**src/rtl/cawp_pkg.sv**
```systemverilog
// ----------------------------------------------------------------------------
// cawp_pkg: shared types and constants for the cave automaton window pass
// Tile codes, register indexes, reset values and the window column type.
// ----------------------------------------------------------------------------
package cawp_pkg;

  // Tile codes
  typedef logic [1:0] tile_t;
  localparam tile_t TILE_FLOOR    = 2'd0;
  localparam tile_t TILE_WALL     = 2'd1;
  localparam tile_t TILE_OTHER    = 2'd2;
  localparam tile_t TILE_RESERVED = 2'd3;

  // Configuration register indexes
  localparam int CFG_INDEX_W = 3;
  localparam int CFG_DATA_W  = 8;
  localparam logic [CFG_INDEX_W-1:0] REG_MAP_WIDTH        = 3'd0;
  localparam logic [CFG_INDEX_W-1:0] REG_MAP_HEIGHT       = 3'd1;
  localparam logic [CFG_INDEX_W-1:0] REG_FLOOR_NEAR_LIMIT = 3'd2;
  localparam logic [CFG_INDEX_W-1:0] REG_FLOOR_RING_LIMIT = 3'd3;
  localparam logic [CFG_INDEX_W-1:0] REG_GENERATION_COUNT = 3'd4;

  // Register reset values
  localparam logic [7:0] RST_MAP_WIDTH        = 8'd80;
  localparam logic [6:0] RST_MAP_HEIGHT       = 7'd24;
  localparam logic [3:0] RST_FLOOR_NEAR_LIMIT = 4'd5;
  localparam logic [5:0] RST_FLOOR_RING_LIMIT = 6'd2;
  localparam logic [3:0] RST_GENERATION_COUNT = 4'd4;

  // Geometry defaults
  localparam int DEFAULT_MAX_WIDTH  = 128;
  localparam int DEFAULT_MAX_HEIGHT = 64;

  // Window and rule constants
  localparam int WIN       = 5;   // window edge, in tiles
  localparam int STACK     = 4;   // earlier rows held per column
  localparam int WALL_KEEP = 5;   // 3x3 count that keeps a wall
  localparam int OUT_DEPTH = 4;   // result queue entries

  // One window column: non-floor bit per row (bit j = j rows back),
  // plus the full tile of the middle row
  typedef struct packed {
    logic [WIN-1:0] nf;
    tile_t          mid;
  } col_t;

  // Earlier rows of one map column, entry k = k+1 rows back
  typedef logic [STACK-1:0][1:0] stack_t;

  // Unused tile code folds into "other"
  function automatic tile_t tile_clean(input tile_t t);
    tile_clean = (t == TILE_RESERVED) ? TILE_OTHER : t;
  endfunction

endpackage

```
**src/rtl/cawp_cell.sv**
```systemverilog
// ----------------------------------------------------------------------------
// cawp_cell: one column cell of the 5x5 window chain
// Holds one window column, passes it on to the next cell on every shift,
// and reports the non-floor counts of its inner rows and of the whole column.
// ----------------------------------------------------------------------------
module cawp_cell (
  input  logic           clk,
  input  logic           rst,
  input  logic           shift,
  input  cawp_pkg::col_t col_in,
  output cawp_pkg::col_t col_out,
  output logic [1:0]     inner_cnt,
  output logic [2:0]     all_cnt
);
  import cawp_pkg::*;

  // Column register; reset fills with non-floor
  always_ff @(posedge clk) begin
    if (rst) begin
      col_out.nf  <= '1;
      col_out.mid <= TILE_WALL;
    end else if (shift) begin
      col_out <= col_in;
    end
  end

  // Per-column counts: rows 1..3 form the 3x3 part
  always_comb begin
    inner_cnt = 2'(col_out.nf[1]) + 2'(col_out.nf[2]) + 2'(col_out.nf[3]);
    all_cnt   = 3'(inner_cnt) + 3'(col_out.nf[0]) + 3'(col_out.nf[4]);
  end

endmodule

```
**src/rtl/cawp_line_buffer.sv**
```systemverilog
// ----------------------------------------------------------------------------
// cawp_line_buffer: column-stacked row memory
// One word per map column holds the four previous rows of that column.
// Registered read, single write port.
// ----------------------------------------------------------------------------
module cawp_line_buffer #(
  parameter int DEPTH = cawp_pkg::DEFAULT_MAX_WIDTH,
  parameter int AW    = $clog2(cawp_pkg::DEFAULT_MAX_WIDTH)
) (
  input  logic             clk,
  input  logic             rd_en,
  input  logic [AW-1:0]    rd_addr,
  output cawp_pkg::stack_t rd_data,
  input  logic             wr_en,
  input  logic [AW-1:0]    wr_addr,
  input  cawp_pkg::stack_t wr_data
);
  import cawp_pkg::*;

  stack_t mem [DEPTH];

  // Read port
  always_ff @(posedge clk) begin
    if (rd_en) begin
      rd_data <= mem[rd_addr];
    end
  end

  // Write port
  always_ff @(posedge clk) begin
    if (wr_en) begin
      mem[wr_addr] <= wr_data;
    end
  end

endmodule

```
**src/rtl/cave_automaton_window_pass.sv**
```systemverilog
// ----------------------------------------------------------------------------
// cave_automaton_window_pass: one cave-smoothing generation per frame pass
// Streams a tile map in raster order through a 5x5 window built from a
// column-stacked line buffer and a chain of five column cells.
//
//  Channel  Handshake                    Payload
//  -------  ---------------------------  -------------------------------------
//  config   cfg_valid / cfg_ready        cfg_index, cfg_data
//  tiles    tile_valid / tile_ready      tile_in
//  results  result_valid / result_ready  tile_out, last_of_frame, final_pass
//
// One tile per cycle while the result queue has room; each result passes
// through the line buffer read, the window shift and the rule evaluation.
// cfg_ready is always high. No clearing pass after reset: buffer words for rows
// not yet written in the current frame are read but masked as non-floor.
// A four-entry result queue absorbs output stalls; tile_ready drops only
// when the queue plus the two stages in flight would fill it.
// ----------------------------------------------------------------------------
module cave_automaton_window_pass #(
  parameter int MAX_WIDTH  = cawp_pkg::DEFAULT_MAX_WIDTH,
  parameter int MAX_HEIGHT = cawp_pkg::DEFAULT_MAX_HEIGHT
) (
  input  logic                             clk,
  input  logic                             rst,
  input  logic                             cfg_valid,
  output logic                             cfg_ready,
  input  logic [cawp_pkg::CFG_INDEX_W-1:0] cfg_index,
  input  logic [cawp_pkg::CFG_DATA_W-1:0]  cfg_data,
  input  logic                             tile_valid,
  output logic                             tile_ready,
  input  cawp_pkg::tile_t                  tile_in,
  output logic                             result_valid,
  input  logic                             result_ready,
  output cawp_pkg::tile_t                  tile_out,
  output logic                             last_of_frame,
  output logic                             final_pass
);
  import cawp_pkg::*;

  localparam int WEFF = (MAX_WIDTH < 255) ? MAX_WIDTH : 255;
  localparam int HEFF = (MAX_HEIGHT < 127) ? MAX_HEIGHT : 127;
  localparam int CW   = $clog2(WEFF + 2);
  localparam int RW   = $clog2(HEFF + 2);
  localparam int AW   = $clog2(WEFF);
  localparam int PW   = $clog2(OUT_DEPTH);

  typedef struct packed {
    logic emit;
    logic interior;
    logic last;
    logic fin;
  } item_flags_t;

  typedef struct packed {
    tile_t tile;
    logic  last;
    logic  fin;
  } result_t;

  // Configuration registers
  logic [7:0] map_width;
  logic [6:0] map_height;
  logic [3:0] floor_near_limit;
  logic [5:0] floor_ring_limit;
  logic [3:0] generation_count;

  assign cfg_ready = 1'b1;

  always_ff @(posedge clk) begin
    if (rst) begin
      map_width        <= RST_MAP_WIDTH;
      map_height       <= RST_MAP_HEIGHT;
      floor_near_limit <= RST_FLOOR_NEAR_LIMIT;
      floor_ring_limit <= RST_FLOOR_RING_LIMIT;
      generation_count <= RST_GENERATION_COUNT;
    end else if (cfg_valid && cfg_ready) begin
      case (cfg_index)
        REG_MAP_WIDTH:        map_width        <= cfg_data[7:0];
        REG_MAP_HEIGHT:       map_height       <= cfg_data[6:0];
        REG_FLOOR_NEAR_LIMIT: floor_near_limit <= cfg_data[3:0];
        REG_FLOOR_RING_LIMIT: floor_ring_limit <= cfg_data[5:0];
        REG_GENERATION_COUNT: generation_count <= cfg_data[3:0];
        default: ;
      endcase
    end
  end

  // Effective geometry and generation count
  logic [CW-1:0] eff_w;
  logic [RW-1:0] eff_h;
  logic [3:0]    gens;

  assign eff_w = (map_width > 8'(WEFF)) ? CW'(WEFF) : CW'(map_width);
  assign eff_h = (map_height > 7'(HEFF)) ? RW'(HEFF) : RW'(map_height);
  assign gens  = (generation_count == 4'd0) ? 4'd1 : generation_count;

  // Stream position and pass counter
  logic [CW-1:0] col;
  logic [RW-1:0] row;
  logic [3:0]    pass;
  logic [CW:0]   colx, wx;
  logic [RW:0]   rowx, hx;
  logic          col_wrap, row_wrap, pass_last, accept;

  assign accept    = tile_valid && tile_ready;
  assign colx      = {1'b0, col};
  assign wx        = {1'b0, eff_w};
  assign rowx      = {1'b0, row};
  assign hx        = {1'b0, eff_h};
  assign col_wrap  = colx >= wx + (CW+1)'(1);
  assign row_wrap  = rowx >= hx + (RW+1)'(1);
  assign pass_last = ({1'b0, pass} + 5'd1) >= {1'b0, gens};

  always_ff @(posedge clk) begin
    if (rst) begin
      col  <= '0;
      row  <= '0;
      pass <= '0;
    end else if (accept) begin
      if (col_wrap) begin
        col <= '0;
        if (row_wrap) begin
          row  <= '0;
          pass <= pass_last ? 4'd0 : pass + 4'd1;
        end else begin
          row <= row + RW'(1);
        end
      end else begin
        col <= col + CW'(1);
      end
    end
  end

  // Item classification at transfer time
  item_flags_t    flags0;
  logic           col_ok0;
  logic [WIN-1:0] row_ok0;

  always_comb begin
    flags0.emit     = (rowx >= (RW+1)'(2)) && (colx >= (CW+1)'(2)) &&
                      (rowx <= hx + (RW+1)'(1)) && (colx <= wx + (CW+1)'(1));
    flags0.interior = (rowx >= (RW+1)'(3)) && (colx >= (CW+1)'(3)) &&
                      (rowx <= hx) && (colx <= wx);
    flags0.last     = (rowx == hx + (RW+1)'(1)) && (colx == wx + (CW+1)'(1));
    flags0.fin      = pass_last;
    col_ok0         = colx < wx;
    // row j back is on the map when 0 <= row-j < h
    for (int j = 0; j < WIN; j++) begin
      row_ok0[j] = (rowx >= (RW+1)'(j)) && (rowx < hx + (RW+1)'(j));
    end
  end

  // Stage 1 registers: tile and masks, buffer read in flight
  logic           s1_valid;
  item_flags_t    s1_flags;
  tile_t          s1_tile;
  logic           s1_col_ok;
  logic [WIN-1:0] s1_row_ok;
  logic [AW-1:0]  s1_addr;
  stack_t         rd_data, wr_data;

  always_ff @(posedge clk) begin
    if (rst) begin
      s1_valid <= 1'b0;
    end else begin
      s1_valid <= accept;
    end
  end

  always_ff @(posedge clk) begin
    if (accept) begin
      s1_flags  <= flags0;
      s1_tile   <= tile_clean(tile_in);
      s1_col_ok <= col_ok0;
      s1_row_ok <= row_ok0;
      s1_addr   <= col[AW-1:0];
    end
  end

  cawp_line_buffer #(
    .DEPTH (WEFF),
    .AW    (AW)
  ) u_line_buffer (
    .clk     (clk),
    .rd_en   (accept && col_ok0),
    .rd_addr (col[AW-1:0]),
    .rd_data (rd_data),
    .wr_en   (s1_valid && s1_col_ok),
    .wr_addr (s1_addr),
    .wr_data (wr_data)
  );

  // Assemble the new window column; off-map reads count as non-floor
  tile_t col_tiles [WIN];
  col_t  new_col;

  always_comb begin
    col_tiles[0] = s1_tile;
    for (int k = 0; k < STACK; k++) begin
      col_tiles[k+1] = rd_data[k];
      wr_data[k]     = col_tiles[k];
    end
    for (int j = 0; j < WIN; j++) begin
      new_col.nf[j] = !(s1_row_ok[j] && s1_col_ok) || (col_tiles[j] != TILE_FLOOR);
    end
    new_col.mid = col_tiles[2];
  end

  // Window chain: cell 0 holds the newest column
  col_t       chain_in  [WIN];
  col_t       cell_col  [WIN];
  logic [1:0] inner_cnt [WIN];
  logic [2:0] all_cnt   [WIN];

  genvar gi;
  generate
    for (gi = 0; gi < WIN; gi++) begin : g_cell
      if (gi == 0) begin : g_head
        assign chain_in[gi] = new_col;
      end else begin : g_link
        assign chain_in[gi] = cell_col[gi-1];
      end
      cawp_cell u_cell (
        .clk       (clk),
        .rst       (rst),
        .shift     (s1_valid),
        .col_in    (chain_in[gi]),
        .col_out   (cell_col[gi]),
        .inner_cnt (inner_cnt[gi]),
        .all_cnt   (all_cnt[gi])
      );
    end
  endgenerate

  // Stage 2: rule evaluation on the settled window
  logic        s2_valid;
  item_flags_t s2_flags;

  always_ff @(posedge clk) begin
    if (rst) begin
      s2_valid <= 1'b0;
    end else begin
      s2_valid <= s1_valid;
    end
  end

  always_ff @(posedge clk) begin
    if (s1_valid) begin
      s2_flags <= s1_flags;
    end
  end

  logic [3:0]        near;
  logic [4:0]        total, ring;
  logic signed [6:0] ring_s, lim_s;
  tile_t             centre, next_tile;

  always_comb begin
    near  = '0;
    total = '0;
    for (int i = 0; i < WIN; i++) begin
      total = total + 5'(all_cnt[i]);
      if (i >= 1 && i <= 3) begin
        near = near + 4'(inner_cnt[i]);
      end
    end
    ring   = total - 5'(near);
    ring_s = $signed({2'b00, ring});
    lim_s  = $signed({floor_ring_limit[5], floor_ring_limit});
    centre = cell_col[2].mid;
    next_tile = centre;
    if (s2_flags.interior) begin
      case (centre)
        TILE_WALL:  next_tile = (near >= 4'(WALL_KEEP)) ? TILE_WALL : TILE_FLOOR;
        TILE_FLOOR: next_tile = ((near >= floor_near_limit) || (ring_s <= lim_s)) ?
                                TILE_WALL : TILE_FLOOR;
        default:    next_tile = centre;
      endcase
    end
  end

  // Result queue
  result_t      queue [OUT_DEPTH];
  logic [PW-1:0] wr_ptr, rd_ptr;
  logic [PW:0]   count, claimed;
  logic          push, pop;

  assign push         = s2_valid && s2_flags.emit;
  assign pop          = result_valid && result_ready;
  assign result_valid = count != '0;
  assign claimed      = count + (PW+1)'(s1_valid) + (PW+1)'(s2_valid);
  assign tile_ready   = claimed < (PW+1)'(OUT_DEPTH);

  always_ff @(posedge clk) begin
    if (rst) begin
      wr_ptr <= '0;
      rd_ptr <= '0;
      count  <= '0;
    end else begin
      if (push) begin
        wr_ptr <= wr_ptr + PW'(1);
      end
      if (pop) begin
        rd_ptr <= rd_ptr + PW'(1);
      end
      count <= count + (PW+1)'(push) - (PW+1)'(pop);
    end
  end

  always_ff @(posedge clk) begin
    if (push) begin
      queue[wr_ptr] <= '{tile: next_tile, last: s2_flags.last, fin: s2_flags.fin};
    end
  end

  assign tile_out      = queue[rd_ptr].tile;
  assign last_of_frame = queue[rd_ptr].last;
  assign final_pass    = queue[rd_ptr].fin;

  // Checks
  a_claim_bound: assert property (@(posedge clk) disable iff (rst)
    claimed <= (PW+1)'(OUT_DEPTH))
    else $error("items in flight exceed result queue depth");

  a_no_overflow: assert property (@(posedge clk) disable iff (rst)
    (push && !pop) |-> (count < (PW+1)'(OUT_DEPTH)))
    else $error("result queue overflow");

  a_no_underflow: assert property (@(posedge clk) disable iff (rst)
    pop |-> (count != '0))
    else $error("result queue underflow");

  a_stage_flow: assert property (@(posedge clk) disable iff (rst)
    accept |=> s1_valid ##1 s2_valid)
    else $error("transfer lost between pipeline stages");

  a_last_emits: assert property (@(posedge clk) disable iff (rst)
    (s2_valid && s2_flags.last) |-> s2_flags.emit)
    else $error("frame end flagged on an item with no result");

  a_code_legal: assert property (@(posedge clk) disable iff (rst)
    result_valid |-> (tile_out != TILE_RESERVED))
    else $error("unused tile code on result");

endmodule

```
**config.mk**
```make
export PLATFORM = sky130hd
export DESIGN_NAME = cave_automaton_window_pass
export DESIGN_NICKNAME = d
export VERILOG_FILES = /design/src/rtl/cawp_pkg.sv /design/src/rtl/cawp_cell.sv /design/src/rtl/cawp_line_buffer.sv /design/src/rtl/cave_automaton_window_pass.sv
export SDC_FILE = /design/constraint.sdc
export NUM_CORES = 1
export LEC_CHECK = 0
export BUFFER_PORTS_ARGS = -buffer_cell sky130_fd_sc_hd__buf_2
export CAP_MARGIN = 40
export CELL_PAD_IN_SITES_DETAIL_PLACEMENT = 0
export CELL_PAD_IN_SITES_GLOBAL_PLACEMENT = 2
export CORE_AREA = 10 10 381 383
export DETAILED_ROUTE_END_ITERATION = 10
export DIE_AREA = 0 0 391 393
export PLACE_DENSITY_LB_ADDON = 0.12
export SLEW_MARGIN = 20
export SYNTH_ARGS = -nofsm -noshare
export SYNTH_HDL_FRONTEND = slang
export SYNTH_HIERARCHICAL = 1
export SYNTH_SLANG_ARGS = --single-unit
```
**constraint.sdc**
```tcl
create_clock -name clk -period 5.81 [get_ports clk]
set_clock_uncertainty 0.15 [all_clocks]
set_input_delay 1.162 -clock clk [delete_from_list [all_inputs] [get_ports clk]]
set_output_delay 1.162 -clock clk [all_outputs]
set_load 0.005 [all_outputs]
```
---- Word level (Yosys, flattened, before mapping) ----
Memory sizes are Yosys's and may differ from the RTL's. A register that Yosys moved wholly into a read port is not among the register bits.
Index checks and enable logic that the tools add are counted.
operators by class
  add/sub/neg operators ................... 42
  magnitude comparators ................... 26
  equality and inequality tests ........... 8
  muxes and demuxes ....................... 16
  reductions and logical operators ........ 49
operator list
  kind                                                               count
  less-than comparator 7 x 8 -> 1 bit                                4
  adder 3 x 1 -> 3 bit                                               8
  logical AND 1 bit                                                  22
  adder 7 x 2 -> 8 bit, second input constant                        2
  greater-or-equal comparator 8 x 2 -> 1 bit, second input constant  2
  2-to-1 mux 8 bit                                                   2
  adder 2 x 1 -> 3 bit                                               5
  greater-or-equal comparator 7 x 1 -> 1 bit, second input constant  2
  greater-or-equal comparator 7 x 2 -> 1 bit, second input constant  2
  2-to-1 mux 7 bit                                                   2
  AND reduction 2 bit                                                6
  adder 1 x 1 -> 2 bit                                               5
  adder 2 x 1 -> 2 bit                                               5
  adder 5 x 3 -> 5 bit                                               2
  nonzero test 2 bit                                                 5
  adder 8 x 1 -> 9 bit, second input constant                        1
  equality test 8 x 9 -> 1 bit                                       1
  greater-or-equal comparator 8 x 9 -> 1 bit                         1
  <= comparator 8 x 9 -> 1 bit                                       1
  adder 7 x 1 -> 8 bit, second input constant                        1
  adder 7 x 3 -> 8 bit, second input constant                        1
  adder 8 x 1 -> 8 bit, second input constant                        1
  equality test 7 x 8 -> 1 bit                                       1
  greater-or-equal comparator 7 x 8 -> 1 bit                         1
  other kinds (39)                                                   58
storage, ports and cells
  register bits after elaboration ......... 111
  bits in writable memories ............... 1040
  input bits .............................. 18
  output and inout port bits .............. 7
  logic and storage cells ................. 176
  memories kept ........................... 2
memories
  memory             words  width  rd ports  clocked after memory_dff  wr ports  RTL line                           source
  u_line_buffer.mem  128    8      1         1                         1         cawp_line_buffer.sv:20             stack_t mem [DEPTH];
  queue              4      4      1         1                         1         cave_automaton_window_pass.sv:283  result_t queue [OUT_DEPTH];

---- Longest topological paths before layout ----
  word-level depth ........................ 14
  gate-level depth with buffers ........... 21
  depth with buffers taken out ............ 21

---- Cells and area by module ----
Netlist, hierarchy kept.
modules (own cells, without submodules)
  module                      instances  cells each  area each (um2)  seq. area each (um2)
  cawp_line_buffer            1          1635        39745.6          30989.7
  cave_automaton_window_pass  1          649         6356.1           2352.3
  cawp_cell                   5          31          317.8            140.1

---- Least setup slack after synthesis ----
Ideal clock, no wire load.
  path type ............................... reg-to-reg
  from .................................... register g_cell[3].u_cell/col_out[3] (netlist bit)
  to ...................................... memory queue[0][2] (netlist bit) (data pin)
  library setup time ...................... 0.265 ns
  arrival time ............................ 4.779 ns
  required time ........................... 5.395 ns
  setup slack ............................. 0.616 ns
  stages on the path, launching flop included .. 19
  buffers on the path ..................... 0
  period minus slack after synthesis ...... 5.194 ns
  cell sequence ........................... dfxtp_1 > fa_1 > fa_1 > ha_1 > ha_1 > fa_1 > fa_1 > fa_1 > inv_1 > ha_1 > inv_1 > fa_1 > xor2_1 > xnor2_1 > ha_1 > mux2i_1 > a21oi_1 > o21ai_0 > o211a_1
RTL lines
  what                      RTL line                           source
  start: declaration        cawp_cell.sv:11                    output cawp_pkg::col_t col_out,
  start signal: assignment  cawp_cell.sv:23                    col_out <= col_in;
  end: declaration          cave_automaton_window_pass.sv:283

==> qor.yml <==
status: "finished clean"
die-width_um: 391
whs_ps: 281
fmax_mhz: 184
post_cts_buffers: 0
vias: 23300
power_density_nw_per_um2: 383
cts_tree: "built"
drive_above_1_share_pct: 26.8
crit_arrival_ps: 5870
viasPerCell: 5.16
min_path_cells: 0
numPortBuffers: 23
reg2regPathDepth: 18
syn_nets: 2560
insertedDiodeCount: 0
firstDrtPassIters: 6
rsz0062_at_grt: "no"
reg2reg_slack_ps: 370
cts.path.max_buffers: 3
finalCritPeriodShare_pct: 93.7
cts.sinks: 1161
place.gp.congestion: 0.756
route.antenna.remaining_nets: 0
cpMostUsedCell: "fa_1"
vdd_drop_max_mv: 0.339
worst-setup-path-type: "reg2reg"
setup_violations: 0
dp_hpwl_um: 76200
first_global_vias: 24300
fp.dieArea_um2: 154000
end_kind: "register"
n_fill_cell: 12300
ioPinCount: 25
critPathMaxFanout: 4
setup_tns_ps: 0
min_to: "s2_flags[2]$_DFFE_PP_"
cts-htree-levels: 4
crit_required_ps: 6230
worstMarginPinSlew_ps: 853
grt_pass1_wl_um: 173000
initial_utilization_pct: 34.7
final_cell_area_um2: 55200
grt_max_degree: 80
post_synth_inst_count: 2427
clk_pin_slew_ps: 60
die_h_um: 393
cts_root_buffer: "clkbuf_16"
cpLargestDelayFamily: "adder cells"
r2r-start: "g_cell[3].u_cell/col_out[3]$_SDFFE_PP1P_"
p_leak_nw: 17.8
startpoint_type: "register"
cp_num_buf_inv: 2
slew_headroom_pct: 42.9
synth_warnings: 6
cts_buffers: 133
nets: 2753
cts_resized: 0
drv_slew: 0
clock_latency_ps: 740
wl_um: 118000
grt-ovfl-total: 0
hold_buffers: 0
hold_path.class: "reg2reg"
max_cap_viol_count: 0
period_minus_slack_ps: 5440
core_area_um2: 137000
area_delta_synth_final_pct: 16.1
grt_util_all_layers_pct: 15.4
hp-start: "s1_flags[2]$_DFFE_PP_"
rows: 136
post_drt_wl_per_cell_um: 26.1
crit_chain: "fa_1 > fa_1 > ha_1 > ha_1 > fa_1 > fa_1 > fa_1 > inv_1 > ha_1 > inv_1 > fa_1 > xor2_1 > xnor2_1 > ha_1 > mux2i_1 > a21oi_1 > o21ai_0 > o211a_1"
final-hold-violation-count: 0
worstReg2RegEnd: "queue[0][2]$_DFFE_PP_"
grt_antenna_before_repair: 5
cpMaxStageDelayCell: "fa_1"
syn_area_um2: 47600
route.detailed.drc: 0
placed_cells: 4226
slowest_delay_ps: 520
final-instance-count-excl-fill: 4518
place_area_um2: 50400
first_iter_violations: 1784
avgSynthCellArea_um2: 19.6
[report_power, final]
part | switching, mW | total [mW] | internal, mW
combinational | 1.72 | 2.98 | 1.26
clock | 3.33 | 8.38 | 5.05
sequential | 0.155 | 9.77 | 9.62
[area by class of cell]
class | instances | area [um2] | area share [%]
tap | 1794 | 2240 | 4.07
timing repair buffer | 166 | 1480 | 2.67
clock inverter | 82 | 922 | 1.67
multi-input combinational | 1071 | 12800 | 23.1
inverter | 87 | 329 | 0.596
sequential | 1161 | 34000 | 61.6
clock buffer | 157 | 3480 | 6.31
[how the worst max path moves through the flow]
stage                                  to  cells past startpoint  slack, ps                                startpoint
global route        queue[1][2]$_DFFE_PP_                     18         40  g_cell[3].u_cell/col_out[3]$_SDFFE_PP1P_
finish              queue[0][2]$_DFFE_PP_                     18        370  g_cell[3].u_cell/col_out[3]$_SDFFE_PP1P_
detailed placement  queue[3][2]$_DFFE_PP_                     18        320  g_cell[3].u_cell/col_out[3]$_SDFFE_PP1P_
floorplan           queue[0][2]$_DFFE_PP_                     18        620  g_cell[3].u_cell/col_out[3]$_SDFFE_PP1P_
CTS                 queue[0][2]$_DFFE_PP_                     18        300  g_cell[3].u_cell/col_out[3]$_SDFFE_PP1P_
global placement    queue[0][2]$_DFFE_PP_                     18        280  g_cell[3].u_cell/col_out[3]$_SDFFE_PP1P_
[sequential cells by signal (all words and copies together) (netlist names), 2 cells and up, named ones only]
| signal | count |
|---|---|
| u_line_buffer/mem | 1024 |
| g_cell.u_cell/col_out | 31 |
| queue | 16 |
| col | 8 |
| map_width | 8 |
| u_line_buffer/rd_data | 8 |
| map_height | 7 |
| row | 7 |
| s1_addr | 7 |
| floor_ring_limit | 6 |
| s1_row_ok | 5 |
| floor_near_limit | 4 |
| generation_count | 4 |
| pass | 4 |
| s1_flags | 4 |
| s2_flags | 4 |
| count | 3 |
| rd_ptr | 2 |
| s1_tile | 2 |
| wr_ptr | 2 |
[per-layer routing]
| metal | GRT usage, % | wire (um) | vias to the layer above | part of all wire, % |
|---|---|---|---|---|
| li1 | - | - | 10100 | - |
| met2 | 25.3 | 57600 | 501 | 49 |
| met1 | 21.0 | 52500 | 12500 | 44 |
| met5 | 0 | 0 | - | 0 |
| met4 | 3.45 | 1820 | 0 | 1.5 |
| met3 | 3.51 | 6130 | 126 | 5.2 |
[stage by stage]
step	utilization [%]	setup WS, ps	power, mW
5_1_grt	40.2	38.8	22.0
3_3_place_gp	36.4	280	12.9
6_report	40.2	365	21.1
3_5_place_dp	36.7	316	13.0
2_1_floorplan	-	616	11.9
4_1_cts	39.9	303	21.5
[placed cells by master (no fill, tap or decap), types with 12 or more instances in the layout]
cell / n
buf_2: 23
nor2b_1: 25
nand2_1: 108
fa_1: 24
inv_1: 84
clkinv_1: 29
nand2b_1: 12
bufinv_16: 17
clkbuf_16: 136
xnor2_1: 27
clkbuf_1: 21
dfxtp_1: 85
mux4_2: 340
clkinv_2: 16
edfxtp_1: 1071
o21ai_0: 13
nor3_1: 12
buf_4: 123
and3_1: 14
ha_1: 91
a21oi_1: 31
nand3_1: 30
mux2i_1: 43
o211ai_1: 12
nor2_1: 185
No activity file was read; power rests on OpenSTA's default activity.
